## src/rtl/glnp_pkg.sv

```systemverilog
package glnp_pkg;

   localparam int SAMPLE_BITS_DEF = 12;
   localparam int MAX_WINDOW_DEF  = 65536;

   localparam int SUM_W     = 64;
   localparam int NORM_W    = 28;
   localparam int WIN_W     = 17;
   localparam int P_W       = 3;
   localparam int CSR_IDX_W = 2;

   localparam logic [CSR_IDX_W-1:0] CSR_P_ORDER    = 2'd0;
   localparam logic [CSR_IDX_W-1:0] CSR_WINDOW_LEN = 2'd1;

   localparam logic [P_W-1:0]   P_RESET   = 3'd2;
   localparam logic [WIN_W-1:0] WIN_RESET = 17'd1;

   localparam logic [NORM_W-1:0] NORM_MAX = {NORM_W{1'b1}};

   // two-entry job queue between the accumulator and the root unit
   localparam int QUEUE_DEPTH = 2;

   typedef struct packed {
      logic [SUM_W-1:0] sum;
      logic [P_W-1:0]   p;
   } job_type;

   typedef struct packed {
      logic [P_W-1:0]   p;
      logic [WIN_W-1:0] window;
   } cfg_type;

endpackage

```

## src/rtl/glnp_queue.sv

```systemverilog
module glnp_queue
   import glnp_pkg::*;
(
   input  logic    clock,
   input  logic    reset,
   input  logic    in_valid,
   output logic    in_ready,
   input  job_type in_job,
   output logic    out_valid,
   input  logic    out_ready,
   output job_type out_job
);

   localparam int PTR_W = $clog2(QUEUE_DEPTH);
   localparam int CNT_W = $clog2(QUEUE_DEPTH + 1);

   job_type            entry_ff [QUEUE_DEPTH];
   logic [PTR_W-1:0]   wr_ptr_ff, rd_ptr_ff;
   logic [CNT_W-1:0]   count_ff;
   logic               do_push, do_pop;

   assign in_ready  = count_ff != CNT_W'(QUEUE_DEPTH);
   assign out_valid = count_ff != '0;
   assign out_job   = entry_ff[rd_ptr_ff];
   assign do_push   = in_valid && in_ready;
   assign do_pop    = out_valid && out_ready;

   always_ff @(posedge clock) begin
      if (reset) begin
         wr_ptr_ff <= '0;
         rd_ptr_ff <= '0;
         count_ff  <= '0;
      end else begin
         if (do_push) begin
            wr_ptr_ff <= (wr_ptr_ff == PTR_W'(QUEUE_DEPTH - 1)) ? '0 : wr_ptr_ff + 1'b1;
         end
         if (do_pop) begin
            rd_ptr_ff <= (rd_ptr_ff == PTR_W'(QUEUE_DEPTH - 1)) ? '0 : rd_ptr_ff + 1'b1;
         end
         if (do_push && !do_pop) begin
            count_ff <= count_ff + 1'b1;
         end else if (do_pop && !do_push) begin
            count_ff <= count_ff - 1'b1;
         end
      end
   end

   always_ff @(posedge clock) begin
      if (do_push) begin
         entry_ff[wr_ptr_ff] <= in_job;
      end
   end

endmodule

```

## config.mk

```make
export PLATFORM = sky130hd
export DESIGN_NAME = glnp_queue
export DESIGN_NICKNAME = d
export VERILOG_FILES = /design/src/rtl/glnp_pkg.sv /design/src/rtl/glnp_queue.sv
export SDC_FILE = /design/constraint.sdc
export NUM_CORES = 1
export LEC_CHECK = 0
export ABC_CLOCK_PERIOD_IN_PS = 5010
export BUFFER_PORTS_ARGS = -buffer_cell sky130_fd_sc_hd__buf_2
export CORE_ASPECT_RATIO = 0.75
export CORE_MARGIN = 1.5
export CORE_UTILIZATION = 56
export DETAILED_ROUTE_END_ITERATION = 6
export PLACE_DENSITY = 0.81
export SKIP_LAST_GASP = 1
export SYNTH_ARGS = -nofsm -noshare
export SYNTH_HDL_FRONTEND = slang
export SYNTH_SLANG_ARGS = --single-unit
export TNS_END_PERCENT = 20
```

## constraint.sdc

```tcl
create_clock -name clock -period 5.01 [get_ports clock]
set_input_delay 0.501 -clock clock [delete_from_list [all_inputs] [get_ports clock]]
set_output_delay 0.501 -clock clock [all_outputs]
set_load 0.1 [all_outputs]
```

==> flow_metrics.py <==
metrics = {
    "grt": {
        "grt.total_usage_pct": 18.8,
        "grt_pass1_wl_mm": 13.0,
        "grt_max_degree": 41,
        "antenna_found_initial": 1,
        "grt_pass1_vias": 2744,
        "grt_remaining_overflow": 0,
    },
    "timing": {
        "fin_ws_ns": 1.98,
        "timing.hold.ws_ns": 0.278,
        "worstMarginPinSlew_ns": 0.923,
        "skew_ns": 0.0118,
        "fin_crit_ns": 3.03,
        "drv_slew": 0,
        "rsz0062_at_grt": "no",
        "setup_viol": 0,
        "fmax_mhz": 330,
        "post-route-period-util_pct": 60.4,
        "hold_violations": 0,
        "max_slew_margin_pct": 38.5,
        "tns_ns": 0,
    },
    "yosys": {
        "yosysWarnings": 0,
        "postSynthNetCount": 304,
        "ys_ff_latch": 139,
        "ys_seq_area_share_pct": 81.5,
        "synth_top_area_cell": "edfxtp_1",
        "synth_top_area_share_pct": 79.6,
        "ys_types": 19,
        "synthesis.area_um2": 5060,
        "async_flop_share_pct": 0,
        "synthCells": 232,
        "yosys-top-cells-area": "edfxtp_1 (80%), mux2_2 (15%), dfxtp_1 (2.0%), buf_6 (0.67%), xor2_1 (0.52%)",
        "syn_area_per_cell_um2": 21.8,
        "ys.flop_type": "edfxtp_1",
        "synth_edf_count": 134,
    },
    "placement": {
        "post-dp-hpwl_mm": 5.39,
        "gp_congestion": 0.734,
        "port-buffer-count": 139,
        "place_worst_setup_slack_ns": 2.39,
    },
    "clock_tree": {
        "clkTransAtPathRegs_ns": 0.05,
        "clk_latency_ns": 0.41,
        "htree_num_levels": 4,
        "cts-root-buf": "clkbuf_16",
        "clockBufferDepth": 2,
        "post_cts_buffers": 0,
        "cts.sinks": 139,
        "cts_hold_buffers": 0,
        "ctsResizeCount": 0,
        "numCtsBuffers": 17,
        "cts_tree": "done",
    },
    "status": {
        "status": "completed",
    },
    "layout": {
        "antennaDiodeCount": 0,
        "drive_above_1_share_pct": 60.7,
        "fillers": 517,
        "synthToLayoutAreaGrowth_pct": 27.4,
        "final_core_util_pct": 74.9,
        "nNetsFinal": 458,
    },
    "drt": {
        "ant_nets": 0,
        "routed_wl_mm": 8.54,
        "vias": 2614,
        "drtIter0Drc": 180,
        "wire_per_inst_um": 16.8,
        "drc": 0,
        "routed_via_density": 5.16,
        "firstDrtPassIters": 4,
    },
    "floorplanning": {
        "rows": 29,
        "initial_core_util_pct": 58.8,
        "dieArea_um2": 9620,
        "die_width_um": 113,
        "die_y_um": 85.3,
        "core_um2": 8600,
        "pin_count": 140,
    },
    "critical_path": {
        "crit_family": "flip-flops",
        "cp-end-kind": "primary output",
        "worst_path_max_delay_cell": "dfxtp_2",
        "start_kind": "flip-flop",
        "critical-path-max-stage-delay_ns": 0.93,
        "crit_required_ns": 4.51,
        "path_class": "reg2out",
        "arrival_ns": 2.53,
        "critPathMaxFanout": 40,
        "timing.critical_path.buf_inv": 2,
        "crit_chain": "buf_4 -> mux2_2 -> buf_2",
    },
    "worst_hold_path": {
        "hold_path.class": "in2reg",
    },
    "job": {
        "maxCapViolCount": 0,
    },
}
[synthesized netlist by cell type (2+ instances only)]
cell type	count
edfxtp_1	134
mux2_2	67
dfxtp_1	5
buf_2	3
buf_6	3
nor2_1	3
xor2_1	3
a21oi_1	2
o21ai_0	2
[metrics by stage]
step / cell area (um2) / std cells
final: 6440 / 507
after global routing: 6440 / 507
after CTS: 6440 / 507
after detailed placement: 5860 / 475
after global placement: 5860 / 475
after floorplan: 5060 / 232
[layer usage]
| metal | share of wire, % | GRT usage, % | vias to the layer above |
|---|---|---|---|
| met4 | 1.9 | 9.44 | 2 |
| met1 | 42 | 21.6 | 1237 |
| met3 | 8.0 | 7.21 | 18 |
| met2 | 48 | 31.3 | 121 |
| met5 | 0.15 | 0 | - |
| li1 | - | - | 1236 |
[final timing paths]
| check | start | end | slack, ns | depth (start not counted) |
|---|---|---|---|---|
| max reg2reg | count_ff[0] | entry_ff[1][54] | 2.74 | 3 |
| min | in_job[2] | entry_ff[0][2] | 0.28 | 1 |
| min reg2reg | rd_ptr_ff | rd_ptr_ff | 0.51 | 2 |
| max | flip-flop | out_job[26] | 1.98 | 3 |
[cells by family after synthesis]
| kind of cell | Yosys count | share of synthesized area [%] |
|---|---|---|
| AO/OA/AOI/OAI | 5 | 0.594 |
| AND/OR/NAND/NOR | 9 | 0.990 |
| XOR/XNOR | 3 | 0.520 |
| flip-flops | 139 | 81.5 |
| multiplexers | 67 | 14.9 |
| adder cells (fa/ha/maj) | 1 | 0.247 |
| buffers and inverters | 8 | 1.19 |
[registers in the layout, summed over array words and instances, names as in the netlist, named ones only]
| name | count |
|---|---|
| entry_ff | 134 |
| count_ff | 2 |
| rd_ptr_ff | 1 |
| wr_ptr_ff | 1 |
[layout by cell type, fill, tap and decap left out]
master and count:
and2_1 1, clkinv_4 1, nor2_1 3, bufinv_16 3
a21oi_1 2, o21ai_0 2, clkbuf_1 2, nand3b_1 1
buf_4 3, clkbuf_16 17, and3_2 1, or3_1 1
nand2b_1 1, clkinv_2 3, xor2_1 3, inv_2 1
clkinvlp_4 4, a21bo_2 1, ha_1 1, mux2_2 67
dfxtp_1 4, buf_2 139, dfxtp_2 1, edfxtp_1 134
or2_2 1, clkinv_1 2
[layout make-up]
cell class              count  area [um2]  area share [%]
clock buffers              19         433            6.72
clock inverters            13         151            2.35
inverters                   1        3.75          0.0583
multi-input cells          85         875            13.6
flip-flops and latches    139        4130            64.0
well taps                 108         135            2.10
repair buffers            142         718            11.1
Power is left out: the tool's default activity adds up to more than one toggle a clock period on the data nets, which glitch-free logic cannot reach.
