--- config.mk ---
export PLATFORM = sky130hd
export DESIGN_NAME = glnp_front
export DESIGN_NICKNAME = d
export VERILOG_FILES = /design/src/rtl/glnp_pkg.sv /design/src/rtl/glnp_front.sv
export SDC_FILE = /design/constraint.sdc
export NUM_CORES = 2
export LEC_CHECK = 0
export ABC_AREA = 1
export BUFFER_PORTS_ARGS = -buffer_cell sky130_fd_sc_hd__clkbuf_2
export CAP_MARGIN = 15
export CORE_MARGIN = 10
export CORE_UTILIZATION = 40
export DETAILED_ROUTE_END_ITERATION = 10
export HOLD_SLACK_MARGIN = 0.02
export PLACE_DENSITY = 0.51
export SYNTH_ARGS = -nofsm -noshare
export SYNTH_HDL_FRONTEND = slang
export SYNTH_SLANG_ARGS = --single-unit
--- constraint.sdc ---
create_clock -name clock -period 8.59 [get_ports clock]
set_clock_uncertainty 0.1 [all_clocks]
set_input_delay 1.718 -clock clock [delete_from_list [all_inputs] [get_ports clock]]
set_output_delay 1.718 -clock clock [all_outputs]
set_load 0.02 [all_outputs]
--- src/rtl/glnp_pkg.sv ---
package glnp_pkg;

   localparam int SAMPLE_BITS_DEF = 12;
   localparam int MAX_WINDOW_DEF  = 65536;

   localparam int SUM_W     = 64;
   localparam int NORM_W    = 28;
   localparam int WIN_W     = 17;
   localparam int P_W       = 3;
   localparam int CSR_IDX_W = 2;

   localparam logic [CSR_IDX_W-1:0] CSR_P_ORDER    = 2'd0;
   localparam logic [CSR_IDX_W-1:0] CSR_WINDOW_LEN = 2'd1;

   localparam logic [P_W-1:0]   P_RESET   = 3'd2;
   localparam logic [WIN_W-1:0] WIN_RESET = 17'd1;

   localparam logic [NORM_W-1:0] NORM_MAX = {NORM_W{1'b1}};

   // two-entry job queue between the accumulator and the root unit
   localparam int QUEUE_DEPTH = 2;

   typedef struct packed {
      logic [SUM_W-1:0] sum;
      logic [P_W-1:0]   p;
   } job_type;

   typedef struct packed {
      logic [P_W-1:0]   p;
      logic [WIN_W-1:0] window;
   } cfg_type;

endpackage

--- src/rtl/glnp_front.sv ---
module glnp_front
   import glnp_pkg::*;
#(
   parameter int SAMPLE_BITS = SAMPLE_BITS_DEF
) (
   input  logic                   clock,
   input  logic                   reset,
   input  cfg_type                cfg,
   input  logic                   push,
   input  logic [SAMPLE_BITS-1:0] sample,
   output logic                   full,
   output logic                   job_valid,
   input  logic                   job_ready,
   output job_type                job
);

   localparam int MAG_W  = SAMPLE_BITS;
   localparam int SQ_W   = 2 * SAMPLE_BITS;
   localparam int CUBE_W = 3 * SAMPLE_BITS;
   localparam int TERM_W = 4 * SAMPLE_BITS;

   logic              s1_valid_ff, s2_valid_ff, s3_valid_ff;
   logic [MAG_W-1:0]  mag1_ff, mag2_ff;
   logic [SQ_W-1:0]   sq2_ff;
   logic [TERM_W-1:0] term3_ff;
   logic [P_W-1:0]    p1_ff, p2_ff, p3_ff;
   logic [SUM_W-1:0]  sum_ff;
   logic [WIN_W-1:0]  cnt_ff;

   logic [MAG_W-1:0]  mag_in;
   logic [SQ_W-1:0]   sq_in;
   logic [CUBE_W-1:0] cube;
   logic [TERM_W-1:0] quad;
   logic [TERM_W-1:0] term_in;
   logic [SUM_W:0]    sum_add;
   logic [SUM_W-1:0]  sum_sat;
   logic [WIN_W-1:0]  cnt_in;
   logic              done_now;
   logic              advance;

   assign mag_in = sample[MAG_W-1] ? (~sample + 1'b1) : sample;
   assign sq_in  = mag1_ff * mag1_ff;
   assign cube   = sq2_ff * mag2_ff;
   assign quad   = sq2_ff * sq2_ff;

   always_comb begin
      case (p2_ff)
         3'd1:    term_in = TERM_W'(mag2_ff);
         3'd2:    term_in = TERM_W'(sq2_ff);
         3'd3:    term_in = TERM_W'(cube);
         default: term_in = quad;
      endcase
   end

   // saturating accumulate
   assign sum_add  = {1'b0, sum_ff} + (SUM_W + 1)'(term3_ff);
   assign sum_sat  = sum_add[SUM_W] ? {SUM_W{1'b1}} : sum_add[SUM_W-1:0];
   assign cnt_in   = cnt_ff + 1'b1;
   assign done_now = cnt_in >= cfg.window;

   // hold the whole pipe while a finished window cannot enter the queue
   assign advance   = !(s3_valid_ff && done_now && !job_ready);
   assign full      = !advance;
   assign job_valid = s3_valid_ff && done_now;
   assign job.sum   = sum_sat;
   assign job.p     = p3_ff;

   always_ff @(posedge clock) begin
      if (reset) begin
         s1_valid_ff <= 1'b0;
         s2_valid_ff <= 1'b0;
         s3_valid_ff <= 1'b0;
         sum_ff      <= '0;
         cnt_ff      <= '0;
      end else if (advance) begin
         s1_valid_ff <= push;
         s2_valid_ff <= s1_valid_ff;
         s3_valid_ff <= s2_valid_ff;
         if (s3_valid_ff) begin
            if (done_now) begin
               sum_ff <= '0;
               cnt_ff <= '0;
            end else begin
               sum_ff <= sum_sat;
               cnt_ff <= cnt_in;
            end
         end
      end
   end

   always_ff @(posedge clock) begin
      if (advance) begin
         mag1_ff  <= mag_in;
         p1_ff    <= cfg.p;
         mag2_ff  <= mag1_ff;
         sq2_ff   <= sq_in;
         p2_ff    <= p1_ff;
         term3_ff <= term_in;
         p3_ff    <= p2_ff;
      end
   end

endmodule

==> impl_metrics.ini <==
[die]
core_area_um2 = 107000
design.portCount = 105
die_h_um = 349
die_w_um = 349
placementRows = 120
die-area_um2 = 122000
start_util_pct = 40.3

[route]
wire_per_inst_um = 18.4
vias = 35300
postRouteAntennaNets = 0
drc_errors = 0
drtIter0Drc = 2001
drtPass1Iterations = 6
totalWireLength_um = 134000
vias_per_cell = 4.84

[clock_tree]
cts_resized = 0
htreeDepth = 4
clkSlewWorstSetupHoldPaths_ps = 80
cts_buffers = 17
clkLatencyLatePin_ps = 520
postCtsHoldBufs = 0
root_buffer = clkbuf_16
cts_tree = built
cts_sinks = 187
post-cts-setup-buffers = 0
cts_buffer_depth = 2

[layout]
seq_area_um2 = 4770
multi_input_area_um2 = 31800
fin_util_pct = 42.8
nFillCells = 11300
diodes = 0
syn2layout_area_growth_pct = 6.28
drive_above_1_share_pct = 5.97
instances_no_fill = 7281
fin_nets = 6991

[status]
status = completed

[sta]
fmax_mhz = 131
hold_viol = 0
fin_crit_sh_pct = 89.1
setup_viol = 0
finalWorstSetupSlack_ps = 933
finalCriticalPeriod_ps = 7660
final_max_slew_viol_count = 0
tns_ps = 0
rsz0062_at_grt = no
worstMarginPinSlew_ps = 1110
slew_headroom_pct = 26.2

[setup_path]
end_kind = flip-flop
r2r_cells = 20
worstPathArrival_ps = 7800
startpoint_type = flip-flop
cp.required_ps = 8730
ff2ff_setup_slack_ps = 930
regToRegEndpoint = term3_ff[25]
r2r_start = sq2_ff[16]
criticalPathCategory = reg2reg
cp_max_fo = 21

[synthesis]
synthFlopType = edfxtp_1
ys_seq_area_share_pct = 11.1
ys_async_sr_fraction_pct = 0
synth_common_cells = 1598 x inv_1, 1538 x nand2_1, 699 x fa_1, 391 x ha_1, 273 x nor2_1
syn_area_um2 = 43200
syn_avg_cell_area_um2 = 7.42
synth_edf_count = 103
synth.most_common_cell = inv_1
ys_ff_latch = 187
synth_area_leader_cell = fa_1
synth.top_cells.by_area = fa_1 32%, inv_1 14%, nand2_1 13%, ha_1 11%, edfxtp_1 7.2%
yosysUniqueCellTypes = 56
synth.top_cell.area_share_pct = 32.4
synthCells = 5824
yosys_warnings = 0

[global_routing]
overflow = 0
grt_max_degree = 65
antenna_found_initial = 0
grtUsageTotal_pct = 22.6
grt_pass1_wl_um = 214000
grt_pass1_vias = 37600

[placed_design]
placed_cells = 7249
dpl.hpwl_um = 112000
place_congestion = 0.939
dp_slack_ps = 1050
portBuffers = 104

[worst_hold_path]
hp-class = reg2reg
hp-start = p1_ff[0]
hold_depth = 0
hold_end = p2_ff[0]

[job]
max_cap_violations = 0
==> cells in the final DEF, fill, tap and decap left out, types with 103 or more instances in the layout <==
cell | synthesis | final
o21ai_0 | 128 | 128
clkbuf_2 | 0 | 103
inv_1 | 1598 | 1598
fa_1 | 699 | 699
ha_1 | 391 | 391
nor2_1 | 273 | 273
a21oi_1 | 241 | 241
nand2_1 | 1538 | 1538
nand3_1 | 159 | 159
edfxtp_1 | 103 | 103
==> stage by stage <==
step                cell area (um^2)  hold WS, ps
global route                   45900          342
floorplan                      43300          300
finish                         45900          327
detailed placement             45300          312
global placement               45300          304
CTS                            45900          332
==> cell type report <==
class                   instances  share of cell area [%]
multi-input cells            3889                    69.3
inverters                    1604                    13.1
flip-flops and latches        187                    10.4
well taps                    1403                    3.82
repair buffers                166                    2.15
clock buffers                  18                   0.935
clock inverters                14                   0.327
==> registers in the layout, summed over array words and instances, names as in the netlist <==
| register | count |
|---|---|
| p2_ff | 3 |
| s2_valid_ff | 1 |
| sum_ff | 64 |
| mag1_ff | 12 |
| s3_valid_ff | 1 |
| term3_ff | 48 |
| s1_valid_ff | 1 |
| mag2_ff | 12 |
| sq2_ff | 22 |
| p3_ff | 3 |
| cnt_ff | 17 |
| p1_ff | 3 |
==> layer usage <==
| layer | GRT usage [%] | wire length, um |
|---|---|---|
| met1 | 30.4 | 61400 |
| met2 | 37.8 | 62200 |
| met3 | 2.33 | 5750 |
| met4 | 7.12 | 4310 |
| met5 | 0 | 0 |
==> worst max-delay path by stage <==
stage               start            to  slack (ps)  cells past startpoint
2_1_floorplan      cfg[8]          full        1950                      8
3_3_place_gp   sq2_ff[16]  term3_ff[25]        1020                     20
3_5_place_dp   sq2_ff[16]  term3_ff[29]        1050                     21
4_1_cts        sq2_ff[16]  term3_ff[25]        1040                     20
5_1_grt        sq2_ff[16]  term3_ff[43]         680                     25
6_report       sq2_ff[16]  term3_ff[25]         930                     20
==> kinds of logic (layout without fill, tap and decap cells) <==
group / after synthesis / after routing / share of synthesized area, %
multiplexers: 1 / 1 / 0.0261
adder cells (fa/ha/maj): 1090 / 1090 / 43.7
AO/OA/AOI/OAI: 489 / 489 / 6.44
buffers and inverters: 1771 / 1802 / 15.6
AND/OR/NAND/NOR: 2179 / 2179 / 21.0
XOR/XNOR: 105 / 105 / 2.16
other: 2 / 25 / 0.0174
flip-flops: 187 / 187 / 11.1
==> worst max-delay path, cell delays in order (launching register included) <==
cell,delay (ps)
edfxtp_1,1090
nand2_1,280
fa_1,570
inv_1,60
fa_1,520
fa_1,550
inv_1,50
fa_1,490
inv_1,60
fa_1,490
fa_1,490
inv_1,50
fa_1,500
inv_1,50
ha_1,340
a21oi_1,280
o21ai_0,190
a21boi_0,410
nand2_1,220
o21ai_0,430
nand2_1,140
Power is left out: the tool's default activity adds up to more than one toggle a clock period on the data nets, which glitch-free logic cannot reach.
