===== src/rtl/glnp_pkg.sv =====
package glnp_pkg;

   localparam int SAMPLE_BITS_DEF = 12;
   localparam int MAX_WINDOW_DEF  = 65536;

   localparam int SUM_W     = 64;
   localparam int NORM_W    = 28;
   localparam int WIN_W     = 17;
   localparam int P_W       = 3;
   localparam int CSR_IDX_W = 2;

   localparam logic [CSR_IDX_W-1:0] CSR_P_ORDER    = 2'd0;
   localparam logic [CSR_IDX_W-1:0] CSR_WINDOW_LEN = 2'd1;

   localparam logic [P_W-1:0]   P_RESET   = 3'd2;
   localparam logic [WIN_W-1:0] WIN_RESET = 17'd1;

   localparam logic [NORM_W-1:0] NORM_MAX = {NORM_W{1'b1}};

   // two-entry job queue between the accumulator and the root unit
   localparam int QUEUE_DEPTH = 2;

   typedef struct packed {
      logic [SUM_W-1:0] sum;
      logic [P_W-1:0]   p;
   } job_type;

   typedef struct packed {
      logic [P_W-1:0]   p;
      logic [WIN_W-1:0] window;
   } cfg_type;

endpackage


===== src/rtl/glnp_root.sv =====
module glnp_root
   import glnp_pkg::*;
(
   input  logic              clock,
   input  logic              reset,
   input  logic              job_valid,
   output logic              job_ready,
   input  job_type           job,
   output logic              empty,
   input  logic              pop,
   output logic [NORM_W-1:0] norm
);

   localparam int MUL_W   = 32;
   localparam int PROD_W  = 2 * MUL_W;
   localparam int HI_W    = 34;
   localparam int CMP_W   = SUM_W + 2;
   localparam int IDX_W   = $clog2(NORM_W);

   // top result bit per exponent: the root of a 64-bit sum stays below
   // 2^32, 2^22 and 2^16; squares clamp to the 28-bit norm range
   localparam logic [IDX_W-1:0] IDX_P2 = IDX_W'(NORM_W - 1);
   localparam logic [IDX_W-1:0] IDX_P3 = 5'd21;
   localparam logic [IDX_W-1:0] IDX_P4 = 5'd15;

   localparam logic [2:0] ST_IDLE = 3'd0;
   localparam logic [2:0] ST_SQ   = 3'd1;
   localparam logic [2:0] ST_M2   = 3'd2;
   localparam logic [2:0] ST_M3   = 3'd3;
   localparam logic [2:0] ST_CMP  = 3'd4;
   localparam logic [2:0] ST_DONE = 3'd5;

   logic [2:0]        state_ff, state_in;
   logic [SUM_W-1:0]  sum_ff, sum_in;
   logic [P_W-1:0]    p_ff, p_in;
   logic [NORM_W-1:0] res_ff, res_in;
   logic [IDX_W-1:0]  idx_ff, idx_in;
   logic [PROD_W-1:0] sq_ff, sq_in;
   logic [PROD_W-1:0] pw_ff, pw_in;
   logic [HI_W-1:0]   hi_ff, hi_in;
   logic              out_valid_ff, out_valid_in;
   logic [NORM_W-1:0] norm_ff, norm_in;

   logic [NORM_W-1:0] bit_mask, cand;
   logic [MUL_W-1:0]  mul_a, mul_b;
   logic [PROD_W-1:0] prod;
   logic [CMP_W-1:0]  pw_total;
   logic              fits;

   assign bit_mask = NORM_W'(1) << idx_ff;
   assign cand     = res_ff | bit_mask;
   assign prod     = mul_a * mul_b;
   assign pw_total = CMP_W'(pw_ff) + {hi_ff, {MUL_W{1'b0}}};
   assign fits     = pw_total <= CMP_W'(sum_ff);

   assign job_ready = state_ff == ST_IDLE;
   assign empty     = !out_valid_ff;
   assign norm      = norm_ff;

   always_comb begin
      case (state_ff)
         ST_M2: begin
            mul_a = sq_ff[MUL_W-1:0];
            mul_b = (p_ff == 3'd4) ? sq_ff[MUL_W-1:0] : MUL_W'(cand);
         end
         ST_M3: begin
            mul_a = MUL_W'(sq_ff[43:32]);
            mul_b = MUL_W'(cand);
         end
         default: begin
            mul_a = MUL_W'(cand);
            mul_b = MUL_W'(cand);
         end
      endcase
   end

   always_comb begin
      state_in     = state_ff;
      sum_in       = sum_ff;
      p_in         = p_ff;
      res_in       = res_ff;
      idx_in       = idx_ff;
      sq_in        = sq_ff;
      pw_in        = pw_ff;
      hi_in        = hi_ff;
      out_valid_in = out_valid_ff && !pop;
      norm_in      = norm_ff;
      case (state_ff)
         ST_IDLE: begin
            if (job_valid) begin
               sum_in = job.sum;
               p_in   = job.p;
               res_in = '0;
               case (job.p)
                  3'd1: begin
                     res_in   = (|job.sum[SUM_W-1:NORM_W]) ? NORM_MAX
                                                           : job.sum[NORM_W-1:0];
                     state_in = ST_DONE;
                  end
                  3'd2: begin
                     idx_in   = IDX_P2;
                     state_in = ST_SQ;
                  end
                  3'd3: begin
                     idx_in   = IDX_P3;
                     state_in = ST_SQ;
                  end
                  default: begin
                     idx_in   = IDX_P4;
                     state_in = ST_SQ;
                  end
               endcase
            end
         end
         ST_SQ: begin
            sq_in    = prod;
            pw_in    = prod;
            hi_in    = '0;
            state_in = (p_ff == 3'd2) ? ST_CMP : ST_M2;
         end
         ST_M2: begin
            pw_in    = prod;
            state_in = (p_ff == 3'd3) ? ST_M3 : ST_CMP;
         end
         ST_M3: begin
            hi_in    = prod[HI_W-1:0];
            state_in = ST_CMP;
         end
         ST_CMP: begin
            if (fits) begin
               res_in = cand;
            end
            if (idx_ff == '0) begin
               state_in = ST_DONE;
            end else begin
               idx_in   = idx_ff - 1'b1;
               state_in = ST_SQ;
            end
         end
         ST_DONE: begin
            // wait for the output slot to drain
            if (!out_valid_ff) begin
               norm_in      = res_ff;
               out_valid_in = 1'b1;
               state_in     = ST_IDLE;
            end
         end
         default: state_in = ST_IDLE;
      endcase
   end

   always_ff @(posedge clock) begin
      if (reset) begin
         state_ff     <= ST_IDLE;
         out_valid_ff <= 1'b0;
      end else begin
         state_ff     <= state_in;
         out_valid_ff <= out_valid_in;
      end
   end

   always_ff @(posedge clock) begin
      sum_ff  <= sum_in;
      p_ff    <= p_in;
      res_ff  <= res_in;
      idx_ff  <= idx_in;
      sq_ff   <= sq_in;
      pw_ff   <= pw_in;
      hi_ff   <= hi_in;
      norm_ff <= norm_in;
   end

endmodule

===== config.mk =====
export PLATFORM = sky130hd
export DESIGN_NAME = glnp_root
export DESIGN_NICKNAME = d
export VERILOG_FILES = /design/src/rtl/glnp_pkg.sv /design/src/rtl/glnp_root.sv
export SDC_FILE = /design/constraint.sdc
export NUM_CORES = 2
export LEC_CHECK = 0
export ABC_CLOCK_PERIOD_IN_PS = 8500
export BUFFER_PORTS_ARGS = -buffer_cell sky130_fd_sc_hd__clkbuf_2
export CORE_ASPECT_RATIO = 0.8
export CORE_MARGIN = 3
export CORE_UTILIZATION = 27
export CTS_CLUSTER_SIZE = 10
export DETAILED_ROUTE_END_ITERATION = 8
export PLACE_DENSITY = 0.48
export SLEW_MARGIN = 5
export SYNTH_ARGS = -nofsm -noshare
export SYNTH_HDL_FRONTEND = slang
export SYNTH_SLANG_ARGS = --single-unit

===== constraint.sdc =====
create_clock -name clock -period 8.5 [get_ports clock]
set_clock_uncertainty 0.15 [all_clocks]
set_input_delay 0.85 -clock clock [delete_from_list [all_inputs] [get_ports clock]]
set_output_delay 0.85 -clock clock [all_outputs]
set_load 0.05 [all_outputs]

==> results.json <==
{
  "synth-xor-area-share_pct": 1.76,
  "period_share_pct": 106,
  "root_buffer": "clkbuf_16",
  "grt_start_max_net_pins": 68,
  "cp.arrival_ps": 9160,
  "tightest_slew_ps": 1200,
  "firstDrtPassIters": 5,
  "antenna_found_initial": 17,
  "fin_nets": 6886,
  "dpl.hpwl_mm": 146,
  "cp_top_family": "adder cells",
  "clk_pin_slew_ps": 60,
  "syn_avg_cell_area_um2": 9.53,
  "ys_ff_latch": 274,
  "synthesis.nets": 6095,
  "worst_slack_ps": -501,
  "synth_adder_area_share_pct": 49.6,
  "dieWidth_um": 465,
  "netlist_area_um2": 45400,
  "rows": 133,
  "synth_edf_count": 270,
  "cp_slowest_cell": "fa_1",
  "syn2layout_area_growth_pct": 31.5,
  "wire_per_inst_um": 22.4,
  "synth_top_family_by_area": "adder cells",
  "synthMuxAreaShare_pct": 0.915,
  "placed_area_um2": 54500,
  "num_vias": 37282,
  "max_freq_ghz": 0.111,
  "nFillCells": 16842,
  "setup_violations": 57,
  "synthTopCellsByArea": "fa_1 40%, edfxtp_1 18%, ha_1 10%",
  "worstSetupPathType": "register to register",
  "io-pin-count": 101,
  "min_period_ps": 9000,
  "cpPeakStageDelay_ps": 590,
  "synth-main-ff-cell": "edfxtp_1",
  "fin_area_um2": 59700,
  "hold_path.class": "primary input to register",
  "path_max_fanout": 12,
  "die_area_um2": 173000,
  "worst_slew_margin_rel_pct": 19.2,
  "critical_path_buf_inv_count": 10,
  "first_iter_violations": 3040,
  "grt_pass1_wl_mm": 259,
  "status": "finished with violations",
  "failed_checks": "negative setup slack",
  "initial_utilization_pct": 27.4,
  "final_antenna_net_count": 0,
  "clock_latency_ps": 590,
  "netlist_instances": 4763,
  "drc_errors": 0,
  "core_um2": 166000,
  "critPathLaunchType": "register",
  "yosysUniqueCellTypes": 65,
  "grt_pass1_vias": 38543,
  "synthSimpleGateAreaFrac_pct": 12.6,
  "numPortBuffers": 100,
  "async_reset_ff_share_pct": 0,
  "drv_slew": 0,
  "wl_mm": 175,
  "synth_top_area_cell": "fa_1",
  "synth_top_area_share_pct": 39.5,
  "gp_congestion": 0.943,
  "synth_compound_area_share_pct": 7.39,
  "drive_gt1_share_pct": 26.7,
  "grt_usage_pct": 20.0,
  "rsz0062_at_grt": "true",
  "crit_top_cell": "fa_1",
  "max_cap_viol_count": 0,
  "grt.overflow.total": 0,
  "die_h_um": 373,
  "hold_viol": 0,
  "cts_sinks": 274,
  "cp-end-kind": "register",
  "cts_tree": "done",
  "cts_buffers": 31,
  "crit_required_ps": 8650,
  "htree_levels": 1,
  "viasPerCell": 4.78,
  "clk_path_buf_depth": 3,
  "synth-seq-area-share_pct": 18.0,
  "synth_warnings": 0
}
==> routing by layer <==
layer / share of wire [%] / track usage, % / vias to the layer above
met5: 0.0074 / 0 / -
met4: 2.7 / 4.04 / 2
met3: 8.4 / 3.42 / 209
met2: 44 / 30.4 / 1427
met1: 45 / 29.8 / 19245
li1: - / - / 16399
==> worst reg2reg max path: cells and delay by family (launching register included) <==
kind | cells | cell delay [ps]
adder cells (fa/ha/maj) | 10 | 4600
buffers and inverters | 10 | 1220
AO/OA/AOI/OAI | 8 | 1510
XOR/XNOR | 1 | 170
AND/OR/NAND/NOR | 4 | 660
flip-flops | 1 | 430
==> layout make-up <==
class / instances / area [um^2] / area share (%)
flip-flops and latches: 274 / 8190 / 13.7
diodes: 3 / 7.51 / 0.0126
inverters: 940 / 3540 / 5.92
repair buffers: 992 / 9030 / 15.1
multi-input cells: 3315 / 35300 / 59.2
clock buffers: 43 / 821 / 1.37
clock inverters: 1 / 8.76 / 0.0147
well taps: 2227 / 2790 / 4.67
==> cells in the final DEF (no fill, tap or decap), types with 79 or more instances in the layout <==
master and count:
buf_6 102, nor2_2 79, nor2_1 545, ha_1 336, a21oi_1 107, buf_4 676
buf_12 96, fa_1 853, clkbuf_2 100, inv_1 905, nand2_1 517, edfxtp_1 270
==> sequential cells by signal (all words and copies together), names as in the netlist <==
name          cells
idx_ff            5
out_valid_ff      1
p_ff              3
hi_ff            34
sq_ff            44
pw_ff            64
res_ff           28
state_ff          3
norm             28
sum_ff           64
==> cell families after synthesis <==
family	Yosys count
muxes	40
and+or+nand+nor	1399
xor gates and xnor gates	91
buffers and inverters	1175
AOI/OAI and AO/OA	523
DFF	274
adders and majority gates	1261
==> what timing repair did <==
item / 4_1_cts / 5_1_grt
cloned: 7 / 2
buffers inserted: 122 / 41
resized for setup: 320 / 336
pin swaps: 111 / 165
hold buffers: 0 / 0
setup endpoints to repair: 87 / 77
hold endpoints to repair: 0 / 0
==> final timing paths <==
| check | startpoint | end | slack [ps] | cells past startpoint |
|---|---|---|---|---|
| worst max-delay path | idx_ff[1]$_DFFE_PP_ | pw_ff[56]$_DFFE_PP_ | -500 | 33 |
| worst min-delay path | job[27] | sum_ff[24]$_DFFE_PP_ | 310 | 1 |
| worst max register to register | idx_ff[1]$_DFFE_PP_ | pw_ff[56]$_DFFE_PP_ | -500 | 33 |
| worst min register to register | res_ff[27]$_DFFE_PP_ | norm[27]$_DFFE_PP_ | 390 | 0 |
==> synthesized netlist by cell type (12+ instances only) <==
| cell type | instances |
|---|---|
| a21o_1 | 63 |
| a21oi_1 | 141 |
| a31o_2 | 19 |
| a31oi_1 | 39 |
| and3_1 | 49 |
| buf_1 | 22 |
| clkbuf_1 | 211 |
| edfxtp_1 | 270 |
| fa_1 | 897 |
| ha_1 | 364 |
| inv_1 | 938 |
| mux2_2 | 12 |
| mux2i_1 | 28 |
| nand2_1 | 534 |
| nand3_1 | 17 |
| nand4_1 | 30 |
| nor2_1 | 664 |
| nor2b_1 | 21 |
| nor3_1 | 26 |
| nor4_1 | 13 |
| o211ai_1 | 33 |
| o21a_1 | 47 |
| o21ai_0 | 80 |
| o21ai_1 | 20 |
| o21bai_1 | 20 |
| xnor2_1 | 71 |
| xor2_1 | 20 |
==> through the flow <==
step                utilization, %  worst slack [ps]  hold slack (ps)  cells  setup TNS, ps
floorplan                        -              8.25              277   4763              0
global placement              32.9             -1400              332   7590         -65480
detailed placement            32.9             -1340              355   7590         -57360
CTS                           35.0              -411              285   7758          -7770
global route                  36.0              -624              291   7793         -24470
finish                        36.0              -501              309   7795         -12860
Power is left out: the tool's default activity adds up to more than one toggle a clock period on the data nets, which glitch-free logic cannot reach.
